$ cat src/rtl/core/assert_macros.svh
// Assertion helpers for the timer core.
// Both expect clk and arst_n in scope.
`ifndef ASSERT_MACROS_SVH
`define ASSERT_MACROS_SVH

// Same-cycle implication.
`define ASSERT_IMPL(lbl, ante, cons) \
	lbl: assert property (@(posedge clk) disable iff (!arst_n) (ante) |-> (cons)) \
		else $error("timer assertion failed");

// Next-cycle implication.
`define ASSERT_NEXT(lbl, ante, cons) \
	lbl: assert property (@(posedge clk) disable iff (!arst_n) (ante) |=> (cons)) \
		else $error("timer assertion failed");

`endif

$ cat src/rtl/core/tmr_pkg.sv
package tmr_pkg;

	// Channel count limits
	localparam int NUM_CHANNELS_DEF = 4;
	localparam int MAX_CH           = 4;
	localparam int CH_IDX_W         = 2;

	// Register word file
	localparam int WORD_W     = 16;
	localparam int ADDR_W     = 6;
	localparam int OFF_W      = 4;
	localparam int WORD_COUNT = 1 << ADDR_W;
	localparam int PRE_W      = 7;

	// Item kinds
	localparam logic [1:0] KIND_WRITE = 2'd0;
	localparam logic [1:0] KIND_READ  = 2'd1;
	localparam logic [1:0] KIND_TICK  = 2'd2;

	// Word offsets inside a channel block
	localparam logic [OFF_W-1:0] OFF_COMP1  = 4'd0;
	localparam logic [OFF_W-1:0] OFF_LOAD   = 4'd3;
	localparam logic [OFF_W-1:0] OFF_CNTR   = 4'd5;
	localparam logic [OFF_W-1:0] OFF_CTRL   = 4'd6;
	localparam logic [OFF_W-1:0] OFF_SCTRL  = 4'd7;
	localparam logic [OFF_W-1:0] OFF_CSCTRL = 4'd10;
	localparam logic [OFF_W-1:0] OFF_ENBL   = 4'd15;

	// The enable word lives in channel 0's block only
	localparam logic [ADDR_W-1:0] ENBL_ADDR = 6'd15;
	localparam logic [WORD_W-1:0] ENBL_RST  = 16'h0001;

	// Status and control bit masks
	localparam logic [WORD_W-1:0] SC_TCF    = 16'h8000;
	localparam logic [WORD_W-1:0] SC_TCFIE  = 16'h4000;
	localparam logic [WORD_W-1:0] SC_TOF    = 16'h2000;
	localparam logic [WORD_W-1:0] SC_TOFIE  = 16'h1000;
	localparam logic [WORD_W-1:0] CS_TCF1   = 16'h0010;
	localparam logic [WORD_W-1:0] CS_TCF2   = 16'h0020;
	localparam logic [WORD_W-1:0] CS_TCF1EN = 16'h0040;
	localparam logic [WORD_W-1:0] CS_TCF2EN = 16'h0080;
	localparam logic [WORD_W-1:0] PCS_MASK  = 16'h1E00;
	localparam logic [WORD_W-1:0] CM_MASK   = 16'hE000;
	localparam int                PCS_LSB   = 9;

	typedef struct packed {
		logic [1:0]        kind;
		logic [ADDR_W-1:0] word_address;
		logic [WORD_W-1:0] write_data;
	} req_t;

	typedef struct packed {
		logic [WORD_W-1:0] read_data;
		logic              irq_level;
	} rsp_t;

	// Per-channel command for one accepted item
	typedef struct packed {
		logic              wr_sel;
		logic              restart_all;
		logic              tick;
		logic              run_en;
		logic [OFF_W-1:0]  off;
		logic [WORD_W-1:0] data;
	} chan_cmd_t;

	// Per-channel status back to the top level
	typedef struct packed {
		logic [WORD_W-1:0] rd_word;
		logic              irq_next;
	} chan_stat_t;

	// Offsets served by channel flops rather than plain storage
	function automatic logic is_chan_word(input logic [OFF_W-1:0] off);
		return (off == OFF_COMP1) || (off == OFF_LOAD) || (off == OFF_CNTR) ||
			(off == OFF_CTRL) || (off == OFF_SCTRL) || (off == OFF_CSCTRL);
	endfunction

endpackage

$ cat src/rtl/core/tmr_stream_if.sv
interface tmr_stream_if #(
	parameter type payload_t = logic
);
	logic     valid;
	logic     ready;
	payload_t payload;

	modport source (output valid, output payload, input ready);
	modport sink (input valid, input payload, output ready);
endinterface

$ cat src/rtl/core/tmr_word_mem.sv
module tmr_word_mem (
	input  logic                             clk,
	input  logic                             arst_n,
	input  logic                             wr_en,
	input  logic [tmr_pkg::ADDR_W-1:0]       wr_addr,
	input  logic [tmr_pkg::WORD_W-1:0]       wr_data,
	input  logic                             rd_en,
	input  logic [tmr_pkg::ADDR_W-1:0]       rd_addr,
	output logic [tmr_pkg::WORD_W-1:0]       rd_word
);

	logic [tmr_pkg::WORD_W-1:0]     mem [tmr_pkg::WORD_COUNT];
	logic [tmr_pkg::WORD_COUNT-1:0] vld_q;
	logic [tmr_pkg::WORD_W-1:0]     rd_data_q;
	logic                           rd_vld_q;

	// Storage array and registered read port
	always_ff @(posedge clk) begin
		if (wr_en) begin
			mem[wr_addr] <= wr_data;
		end
		if (rd_en) begin
			rd_data_q <= mem[rd_addr];
		end
	end

	// Track written entries so untouched words read as zero
	always_ff @(posedge clk or negedge arst_n) begin
		if (!arst_n) begin
			vld_q    <= '0;
			rd_vld_q <= 1'b0;
		end else begin
			if (wr_en) begin
				vld_q[wr_addr] <= 1'b1;
			end
			if (rd_en) begin
				rd_vld_q <= vld_q[rd_addr];
			end
		end
	end

	assign rd_word = rd_vld_q ? rd_data_q : '0;

endmodule

$ cat src/rtl/core/tmr_channel.sv
module tmr_channel (
	input  logic                   clk,
	input  logic                   arst_n,
	input  tmr_pkg::chan_cmd_t     cmd,
	output tmr_pkg::chan_stat_t    stat
);

	logic [tmr_pkg::WORD_W-1:0] comp1_q, load_q, ctrl_q, sctrl_q, csctrl_q, count_q;
	logic [tmr_pkg::WORD_W-1:0] comp1_d, load_d, ctrl_d, sctrl_d, csctrl_d, count_d;
	logic [tmr_pkg::PRE_W-1:0]  pre_q, pre_d;
	logic [3:0]                 pcs;
	logic [tmr_pkg::PRE_W:0]    last_wide;
	logic [tmr_pkg::PRE_W-1:0]  last;
	logic                       running;
	logic [tmr_pkg::WORD_W-1:0] sc_m, cs_m;
	logic [tmr_pkg::WORD_W-1:0] rd_sel;
	logic                       irq_now;

	assign sc_m = tmr_pkg::SC_TCF | tmr_pkg::SC_TOF;
	assign cs_m = tmr_pkg::CS_TCF1 | tmr_pkg::CS_TCF2;

	// Prescaler terminal value from PCS
	assign pcs       = ctrl_q[tmr_pkg::PCS_LSB +: 4];
	assign last_wide = (pcs[3]) ? ((8'd1 << pcs[2:0]) - 8'd1) : 8'd0;
	assign last      = last_wide[tmr_pkg::PRE_W-1:0];
	assign running   = ((ctrl_q & tmr_pkg::CM_MASK) != '0) && cmd.run_en;

	// Next state for bus writes, restarts and ticks
	always_comb begin
		comp1_d  = comp1_q;
		load_d   = load_q;
		ctrl_d   = ctrl_q;
		sctrl_d  = sctrl_q;
		csctrl_d = csctrl_q;
		count_d  = count_q;
		pre_d    = pre_q;
		if (cmd.wr_sel) begin
			case (cmd.off)
				tmr_pkg::OFF_COMP1: begin
					comp1_d = cmd.data;
					count_d = load_q;
					pre_d   = '0;
				end
				tmr_pkg::OFF_LOAD: begin
					load_d  = cmd.data;
					count_d = cmd.data;
					pre_d   = '0;
				end
				tmr_pkg::OFF_CTRL: begin
					ctrl_d  = cmd.data;
					count_d = load_q;
					pre_d   = '0;
				end
				tmr_pkg::OFF_SCTRL: begin
					sctrl_d = (cmd.data & ~sc_m) | (sctrl_q & sc_m & cmd.data);
				end
				tmr_pkg::OFF_CSCTRL: begin
					csctrl_d = (cmd.data & ~cs_m) | (csctrl_q & cs_m & cmd.data);
				end
				default: begin
				end
			endcase
		end
		if (cmd.restart_all) begin
			count_d = load_q;
			pre_d   = '0;
		end
		if (cmd.tick && running) begin
			if (pre_q < last) begin
				pre_d = pre_q + 1'b1;
			end else begin
				pre_d = '0;
				if (count_q == comp1_q) begin
					sctrl_d  = sctrl_q | tmr_pkg::SC_TCF;
					csctrl_d = csctrl_q | tmr_pkg::CS_TCF1;
					count_d  = load_q;
				end else begin
					count_d = count_q + 1'b1;
				end
			end
		end
	end

	// Channel state registers
	always_ff @(posedge clk or negedge arst_n) begin
		if (!arst_n) begin
			comp1_q  <= '0;
			load_q   <= '0;
			ctrl_q   <= '0;
			sctrl_q  <= '0;
			csctrl_q <= '0;
			count_q  <= '0;
			pre_q    <= '0;
		end else begin
			comp1_q  <= comp1_d;
			load_q   <= load_d;
			ctrl_q   <= ctrl_d;
			sctrl_q  <= sctrl_d;
			csctrl_q <= csctrl_d;
			count_q  <= count_d;
			pre_q    <= pre_d;
		end
	end

	// Read mux over the channel's own words
	always_comb begin
		case (cmd.off)
			tmr_pkg::OFF_COMP1:  rd_sel = comp1_q;
			tmr_pkg::OFF_LOAD:   rd_sel = load_q;
			tmr_pkg::OFF_CNTR:   rd_sel = count_q;
			tmr_pkg::OFF_CTRL:   rd_sel = ctrl_q;
			tmr_pkg::OFF_SCTRL:  rd_sel = sctrl_q;
			tmr_pkg::OFF_CSCTRL: rd_sel = csctrl_q;
			default:             rd_sel = '0;
		endcase
	end

	// Interrupt level after this item
	assign irq_now =
		(((sctrl_d & tmr_pkg::SC_TCF) != '0) && ((sctrl_d & tmr_pkg::SC_TCFIE) != '0)) ||
		(((sctrl_d & tmr_pkg::SC_TOF) != '0) && ((sctrl_d & tmr_pkg::SC_TOFIE) != '0)) ||
		(((csctrl_d & tmr_pkg::CS_TCF1) != '0) && ((csctrl_d & tmr_pkg::CS_TCF1EN) != '0)) ||
		(((csctrl_d & tmr_pkg::CS_TCF2) != '0) && ((csctrl_d & tmr_pkg::CS_TCF2EN) != '0));

	assign stat = {rd_sel, irq_now};

endmodule

$ cat src/rtl/core/four_channel_modulo_timer.sv
// Output: each accepted transfer's result is captured in the output register on acceptance.
// Throughput: one item per cycle unless the receiver stalls; every item completes in a
//   single pass through the channel update logic and the storage read port.
// Reset: arst_n clears all channel registers, counters and prescalers to zero, sets
//   the enable word to 1 and marks every plain storage word as reading zero.
`include "assert_macros.svh"

module four_channel_modulo_timer #(
	parameter int NUM_CHANNELS = tmr_pkg::NUM_CHANNELS_DEF
) (
	input logic          clk,
	input logic          arst_n,
	tmr_stream_if.sink   req,
	tmr_stream_if.source rsp
);

	localparam int ACTIVE_CH =
		(NUM_CHANNELS < tmr_pkg::MAX_CH) ? NUM_CHANNELS : tmr_pkg::MAX_CH;

	logic                               acc;
	logic                               is_wr, is_rd, is_tick;
	logic [tmr_pkg::CH_IDX_W-1:0]       ch_idx;
	logic [tmr_pkg::OFF_W-1:0]          off;
	logic                               ch_active;
	logic                               restart_all;
	logic                               enbl_wr;
	logic [tmr_pkg::WORD_W-1:0]         enbl_q;
	tmr_pkg::chan_cmd_t                 chan_cmd  [tmr_pkg::MAX_CH];
	tmr_pkg::chan_stat_t                chan_stat [tmr_pkg::MAX_CH];
	logic                               irq_any;
	logic [tmr_pkg::WORD_W-1:0]         rd_val;
	logic                               use_mem;
	logic                               mem_wr;
	logic [tmr_pkg::WORD_W-1:0]         mem_word;
	logic                               valid_s1;
	logic [tmr_pkg::WORD_W-1:0]         rd_s1;
	logic                               irq_s1;
	logic                               use_mem_s1;

	// Input decode
	assign req.ready = !valid_s1 || rsp.ready;
	assign acc       = req.valid && req.ready;
	assign is_wr     = acc && (req.payload.kind == tmr_pkg::KIND_WRITE);
	assign is_rd     = acc && (req.payload.kind == tmr_pkg::KIND_READ);
	assign is_tick   = acc && (req.payload.kind == tmr_pkg::KIND_TICK);
	assign ch_idx    = req.payload.word_address[tmr_pkg::ADDR_W-1 -: tmr_pkg::CH_IDX_W];
	assign off       = req.payload.word_address[tmr_pkg::OFF_W-1:0];
	assign ch_active = ({1'b0, ch_idx} < 3'(ACTIVE_CH));
	assign restart_all = is_wr && ch_active && (off == tmr_pkg::OFF_ENBL);
	assign enbl_wr   = is_wr && (req.payload.word_address == tmr_pkg::ENBL_ADDR);

	// Channel bank
	for (genvar c = 0; c < tmr_pkg::MAX_CH; c++) begin : g_ch
		if (c < ACTIVE_CH) begin : g_on
			always_comb begin
				chan_cmd[c].wr_sel      = is_wr && ch_active &&
					(ch_idx == tmr_pkg::CH_IDX_W'(c));
				chan_cmd[c].restart_all = restart_all;
				chan_cmd[c].tick        = is_tick;
				chan_cmd[c].run_en      = enbl_q[c];
				chan_cmd[c].off         = off;
				chan_cmd[c].data        = req.payload.write_data;
			end
			tmr_channel u_ch (
				.clk    (clk),
				.arst_n (arst_n),
				.cmd    (chan_cmd[c]),
				.stat   (chan_stat[c])
			);
		end else begin : g_off
			assign chan_cmd[c]  = '0;
			assign chan_stat[c] = '0;
		end
	end

	// Shared interrupt over all channels
	always_comb begin
		irq_any = 1'b0;
		for (int c = 0; c < tmr_pkg::MAX_CH; c++) begin
			irq_any = irq_any | chan_stat[c].irq_next;
		end
	end

	// Enable word
	always_ff @(posedge clk or negedge arst_n) begin
		if (!arst_n) begin
			enbl_q <= tmr_pkg::ENBL_RST;
		end else if (enbl_wr) begin
			enbl_q <= req.payload.write_data;
		end
	end

	// Read source select
	always_comb begin
		rd_val  = '0;
		use_mem = 1'b0;
		if (is_rd && ch_active) begin
			if (tmr_pkg::is_chan_word(off)) begin
				rd_val = chan_stat[ch_idx].rd_word;
			end else if (req.payload.word_address == tmr_pkg::ENBL_ADDR) begin
				rd_val = enbl_q;
			end else begin
				use_mem = 1'b1;
			end
		end
	end

	// Plain storage words
	assign mem_wr = is_wr && ch_active;

	tmr_word_mem u_mem (
		.clk     (clk),
		.arst_n  (arst_n),
		.wr_en   (mem_wr),
		.wr_addr (req.payload.word_address),
		.wr_data (req.payload.write_data),
		.rd_en   (use_mem),
		.rd_addr (req.payload.word_address),
		.rd_word (mem_word)
	);

	// Result register
	always_ff @(posedge clk or negedge arst_n) begin
		if (!arst_n) begin
			valid_s1 <= 1'b0;
		end else if (req.ready) begin
			valid_s1 <= req.valid;
		end
	end

	always_ff @(posedge clk) begin
		if (acc) begin
			rd_s1      <= rd_val;
			irq_s1     <= irq_any;
			use_mem_s1 <= use_mem;
		end
	end

	assign rsp.valid   = valid_s1;
	assign rsp.payload = {(use_mem_s1 ? mem_word : rd_s1), irq_s1};

	// Checks
	`ASSERT_NEXT(a_accept_fills, acc, valid_s1)
	`ASSERT_NEXT(a_nonread_zero, acc && !is_rd, rsp.payload.read_data == '0)
	`ASSERT_NEXT(a_enbl_write, enbl_wr, enbl_q == $past(req.payload.write_data))
	`ASSERT_IMPL(a_ready_free, !valid_s1, req.ready)

endmodule

$ cat src/flat_wrapper.sv
// flat-port wrapper written by rule: the top's interface ports become plain ports
module four_channel_modulo_timer_flat import tmr_pkg::*;
#(
	parameter int NUM_CHANNELS = tmr_pkg::NUM_CHANNELS_DEF
)
  (clk, arst_n, req_valid, req_payload, req_ready, rsp_valid, rsp_payload, rsp_ready);
  tmr_stream_if #(.payload_t(req_t)) req_i ();
  tmr_stream_if #(.payload_t(rsp_t)) rsp_i ();
  input logic clk;
  input logic arst_n;
  input wire logic [$bits(req_i.valid)-1:0] req_valid;
  input wire logic [$bits(req_i.payload)-1:0] req_payload;
  output wire logic [$bits(req_i.ready)-1:0] req_ready;
  output wire logic [$bits(rsp_i.valid)-1:0] rsp_valid;
  output wire logic [$bits(rsp_i.payload)-1:0] rsp_payload;
  input wire logic [$bits(rsp_i.ready)-1:0] rsp_ready;
  assign req_i.valid = req_valid;
  assign req_i.payload = req_payload;
  assign req_ready = req_i.ready;
  assign rsp_valid = rsp_i.valid;
  assign rsp_payload = rsp_i.payload;
  assign rsp_i.ready = rsp_ready;
  four_channel_modulo_timer #(.NUM_CHANNELS(NUM_CHANNELS)) u_core (.clk(clk), .arst_n(arst_n), .req(req_i), .rsp(rsp_i));
endmodule
$ cat config.mk
export PLATFORM = sky130hd
export DESIGN_NAME = four_channel_modulo_timer_flat
export DESIGN_NICKNAME = d
export VERILOG_FILES = /design/src/rtl/core/tmr_pkg.sv /design/src/rtl/core/tmr_stream_if.sv /design/src/rtl/core/tmr_word_mem.sv /design/src/rtl/core/tmr_channel.sv /design/src/rtl/core/four_channel_modulo_timer.sv /design/src/flat_wrapper.sv
export VERILOG_INCLUDE_DIRS = /design/src /design/src/rtl/core
export SDC_FILE = /design/constraint.sdc
export NUM_CORES = 2
export LEC_CHECK = 0
export BUFFER_PORTS_ARGS = -buffer_cell sky130_fd_sc_hd__buf_2
export CAP_MARGIN = 20
export CORE_UTILIZATION = 40
export DETAILED_ROUTE_END_ITERATION = 12
export GPL_ROUTABILITY_DRIVEN = 0
export GPL_TIMING_DRIVEN = 0
export PLACE_DENSITY_LB_ADDON = 0.05
export SYNTH_ARGS = -nofsm -noshare
export SYNTH_HDL_FRONTEND = slang
export SYNTH_SLANG_ARGS = --single-unit
$ cat constraint.sdc
create_clock -name clk -period 9.7 [get_ports clk]
set_clock_uncertainty 0.2 [all_clocks]
set_input_delay 1.455 -clock clk [delete_from_list [all_inputs] [get_ports clk]]
set_output_delay 1.455 -clock clk [all_outputs]
set_load 0.05 [all_outputs]
==> run metrics <==
status=completed; # hold bufs at CTS=0; pwr dens=199 mW/mm^2; largest net degree at the start of global routing=112; register-to-register setup slack=5.01 ns; Main synth FF type=edfxtp_1; DR vias=47,473; CP Launch Type=input port; RR Startpoint=u_core.g_ch[2].g_on.u_ch.ctrl_q[11]; post-synthesis mux area share=0.0400; FF+latch count, synth=1,552; kind of end point of the critical path=flip-flop; worst reg2reg endpoint=u_core.irq_s1; Mapped Avg Cell Area=13.9 sq um; most frequent cells after synthesis=edfxtp_1, nand2_1, dfrtp_1; final worst path period share=0.552; clock sink count=1,552; Clock Latency Late Sink=approximately 0.83 ns; Max Cap Viol=0; initial drt markers=about 7,900; Clock power frac=0.442; number of synthesized flops with an enable pin=1,058; unrepaired setup endpoints after global routing=no; DR WL met2=between 100 and 150 mm; die area=about 0.16 sq mm; post-synthesis cell type count=85; design area=0.0753 sq mm; Leak=~28 nW; Filler cells=~14,000; adder-cell area share of the yosys netlist=0.00666; CTS Buffer Depth=3; Die Height=402 um; WS Path Type=in2reg; Hold Path Class=reg2reg; htree depth=4; Int Pwr=between 10 and 15 mW; Fin. Hold Viols=0; Routed WL=300 mm; Post-Place Cells=6,842; Post-Synth Simple-Gate Area=0.0827; Hold EP=u_core.u_mem.vld_q[8]; Top Ports=47; Initial Utilization=0.403; worst path required time=about 10 ns; WHS Path Cells=1; Overflow after GRT=0; first-pass GRT wire length=399 mm; DRC viols=0; total core area=between 0.15 and 0.2 sq mm; WL per Instance=41.8 um; Worst Reg-to-Reg Cells=13; cell taking the most area after synthesis=edfxtp_1; Yosys top cell area share=0.497; multi-input logic area=0.0184 sq mm; TritonCTS clock tree=done; Met3 Wirelength=just under 30 mm; Fmax achieved=187 MHz; syn_nets=4,661; yosys warns=0; crit path time final=5.35 ns; DR vias/cell=6.61; vias in the first global route=44,491; die width=approximately 400 um; sequential fraction of the synthesis area=0.691; CTS clk-pin slew, worst paths=0.06 ns; TritonCTS Buffers=171; Max Slew Vio Count=0; Area Overhead vs Synth=17.8%; # resized after CTS=0; Post-Route M1 WL=~120 mm; ranking of synthesized cells by area=edfxtp_1, dfrtp_1, a22oi_1; max_slew headroom=0.118; clk root buf=clkbuf_16; Final Non-Filler Cells=slightly above 7,000; Antenna Violating Nets Remaining=0; switching pwr=between 3 and 4 mW; cell area after synthesis=0.0639 sq mm; VDD IR max=0.000192 V; maximum fanout along the worst path=10; switch share=0.248; Tot Pwr=15.0 mW; Reg power frac=0.485; GRT Total Usage=0.368; XOR/XNOR share of the synthesized area=0.0173; arrival time worst endpoint=between 5 and 6 ns; Row Count=146; fraction of layout cells with a size suffix above 1=0.181; largest family of logic cells by synthesized area=compound AO/OA/AOI/OAI gates; top sig layer=met5; instance count of the mapped netlist=4,599; Compound-Gate Fraction of Synth Area=0.136; initial antenna violation count=24; count leader, synth=edfxtp_1; logic gate share of total power=0.073; Final setup viols=0; Detailed Place HPWL=208 mm; first drt pass iteration count=6; register area=0.0441 sq mm; Synth async-reset ratio=0.318; final setup TNS=0 ns; I/O Buffers=43; Slew @ Worst Pin=1.32 ns; Hold Crit Start=u_core.u_mem.vld_q[8]; dpl cell area=approximately 0.069 sq mm; # Post-CTS Setup Buffers=0; final core occ=0.475; post-layout net count=5,015
-- logic make-up after synthesis --
group | count (synthesis)
AOI/OAI and AO/OA | 1186
xor gates and xnor gates | 126
adders and majority gates | 34
buffers and inverters | 394
DFF | 1552
muxes | 222
and+or+nand+nor | 1085
-- final cells by class --
| type | instances | area share |
|---|---|---|
| flip-flops and latches | 1552 | 0.586 |
| multi-input cells | 2653 | 0.245 |
| clock buffers | 241 | 0.0645 |
| repair buffers | 181 | 0.0367 |
| well taps | 2072 | 0.0344 |
| plain buffers | 338 | 0.0198 |
| clock inverters | 81 | 0.0105 |
| inverters | 56 | 0.00279 |
| diodes | 13 | 0.000432 |
-- worst max path at each step --
stage,to,startpoint,slack [ns]
6_report,u_core.u_mem.rd_data_q[12],req_payload[17],4.35
5_1_grt,u_core.u_mem.rd_data_q[3],req_payload[17],4.41
4_1_cts,u_core.u_mem.rd_data_q[3],req_payload[17],4.55
3_5_place_dp,u_core.u_mem.rd_data_q[3],req_payload[17],3.68
3_3_place_gp,u_core.g_ch[1].g_on.u_ch.pre_q[2],arst_n,-4.25
2_1_floorplan,u_core.use_mem_s1,rsp_ready,3.72
-- per-layer routing --
layer	global-route usage	up-vias
met5	0	-
met4	0.210	14
met3	0.0797	748
met2	0.553	3146
met1	0.493	24858
li1	-	18707
-- per-stage QoR --
step / hold WS, ns / setup slack [ns]
2_1_floorplan: 0.235 / 3.72
3_3_place_gp: 0.251 / -4.25
3_5_place_dp: 0.253 / 3.68
4_1_cts: 0.266 / 4.55
5_1_grt: 0.273 / 4.41
6_report: 0.268 / 4.35
-- state kept, by name (all words and copies together), names as in the netlist, 28 cells and up --
register,count
u_core.g_ch.g_on.u_ch.ctrl_q,64
u_core.u_mem.vld_q,64
u_core.g_ch.g_on.u_ch.count_q,64
u_core.u_mem.mem,1024
u_core.g_ch.g_on.u_ch.sctrl_q,64
u_core.g_ch.g_on.u_ch.load_q,64
u_core.g_ch.g_on.u_ch.pre_q,28
u_core.g_ch.g_on.u_ch.csctrl_q,64
u_core.g_ch.g_on.u_ch.comp1_q,64
-- cells in the final DEF (no fill, tap or decap), drive strengths merged, types with 46 or more instances in the layout --
cell type	netlist	routed
nand4	134	134
xnor2	64	64
or2	46	46
inv	54	62
mux2	205	205
xor2	62	62
nand3	111	111
nand2	497	497
a21oi	105	105
edfxtp	1058	1058
buf	163	341
dfrtp	493	493
a31oi	84	84
nor2	113	113
a22oi	472	472
a22o	117	117
clkbuf	175	419
clkinv	2	61
a221oi	94	94
o21ai	134	134
-- power by group through the flow --
stage               clock, mW  sequential [mW]  combinational, mW
global route             6.91             7.27               1.12
detailed placement          0             7.40               1.06
floorplan                   0             7.37              0.451
finish                   6.62             7.27               1.10
global placement            0             7.41              0.995
CTS                      6.66             7.27               1.06
-- critical path, cell delays in order --
cell and delay, ns:
buf_2 0.15, buf_2 0.19, buf_2 0.21, nor3b_2 0.87, buf_4 0.44, buf_4 0.40
buf_2 0.59, a221oi_1 0.16, nand4_1 0.13, o21ai_0 0.44, o221ai_1 0.63
Note: power is estimated with default switching activity, not from simulation.
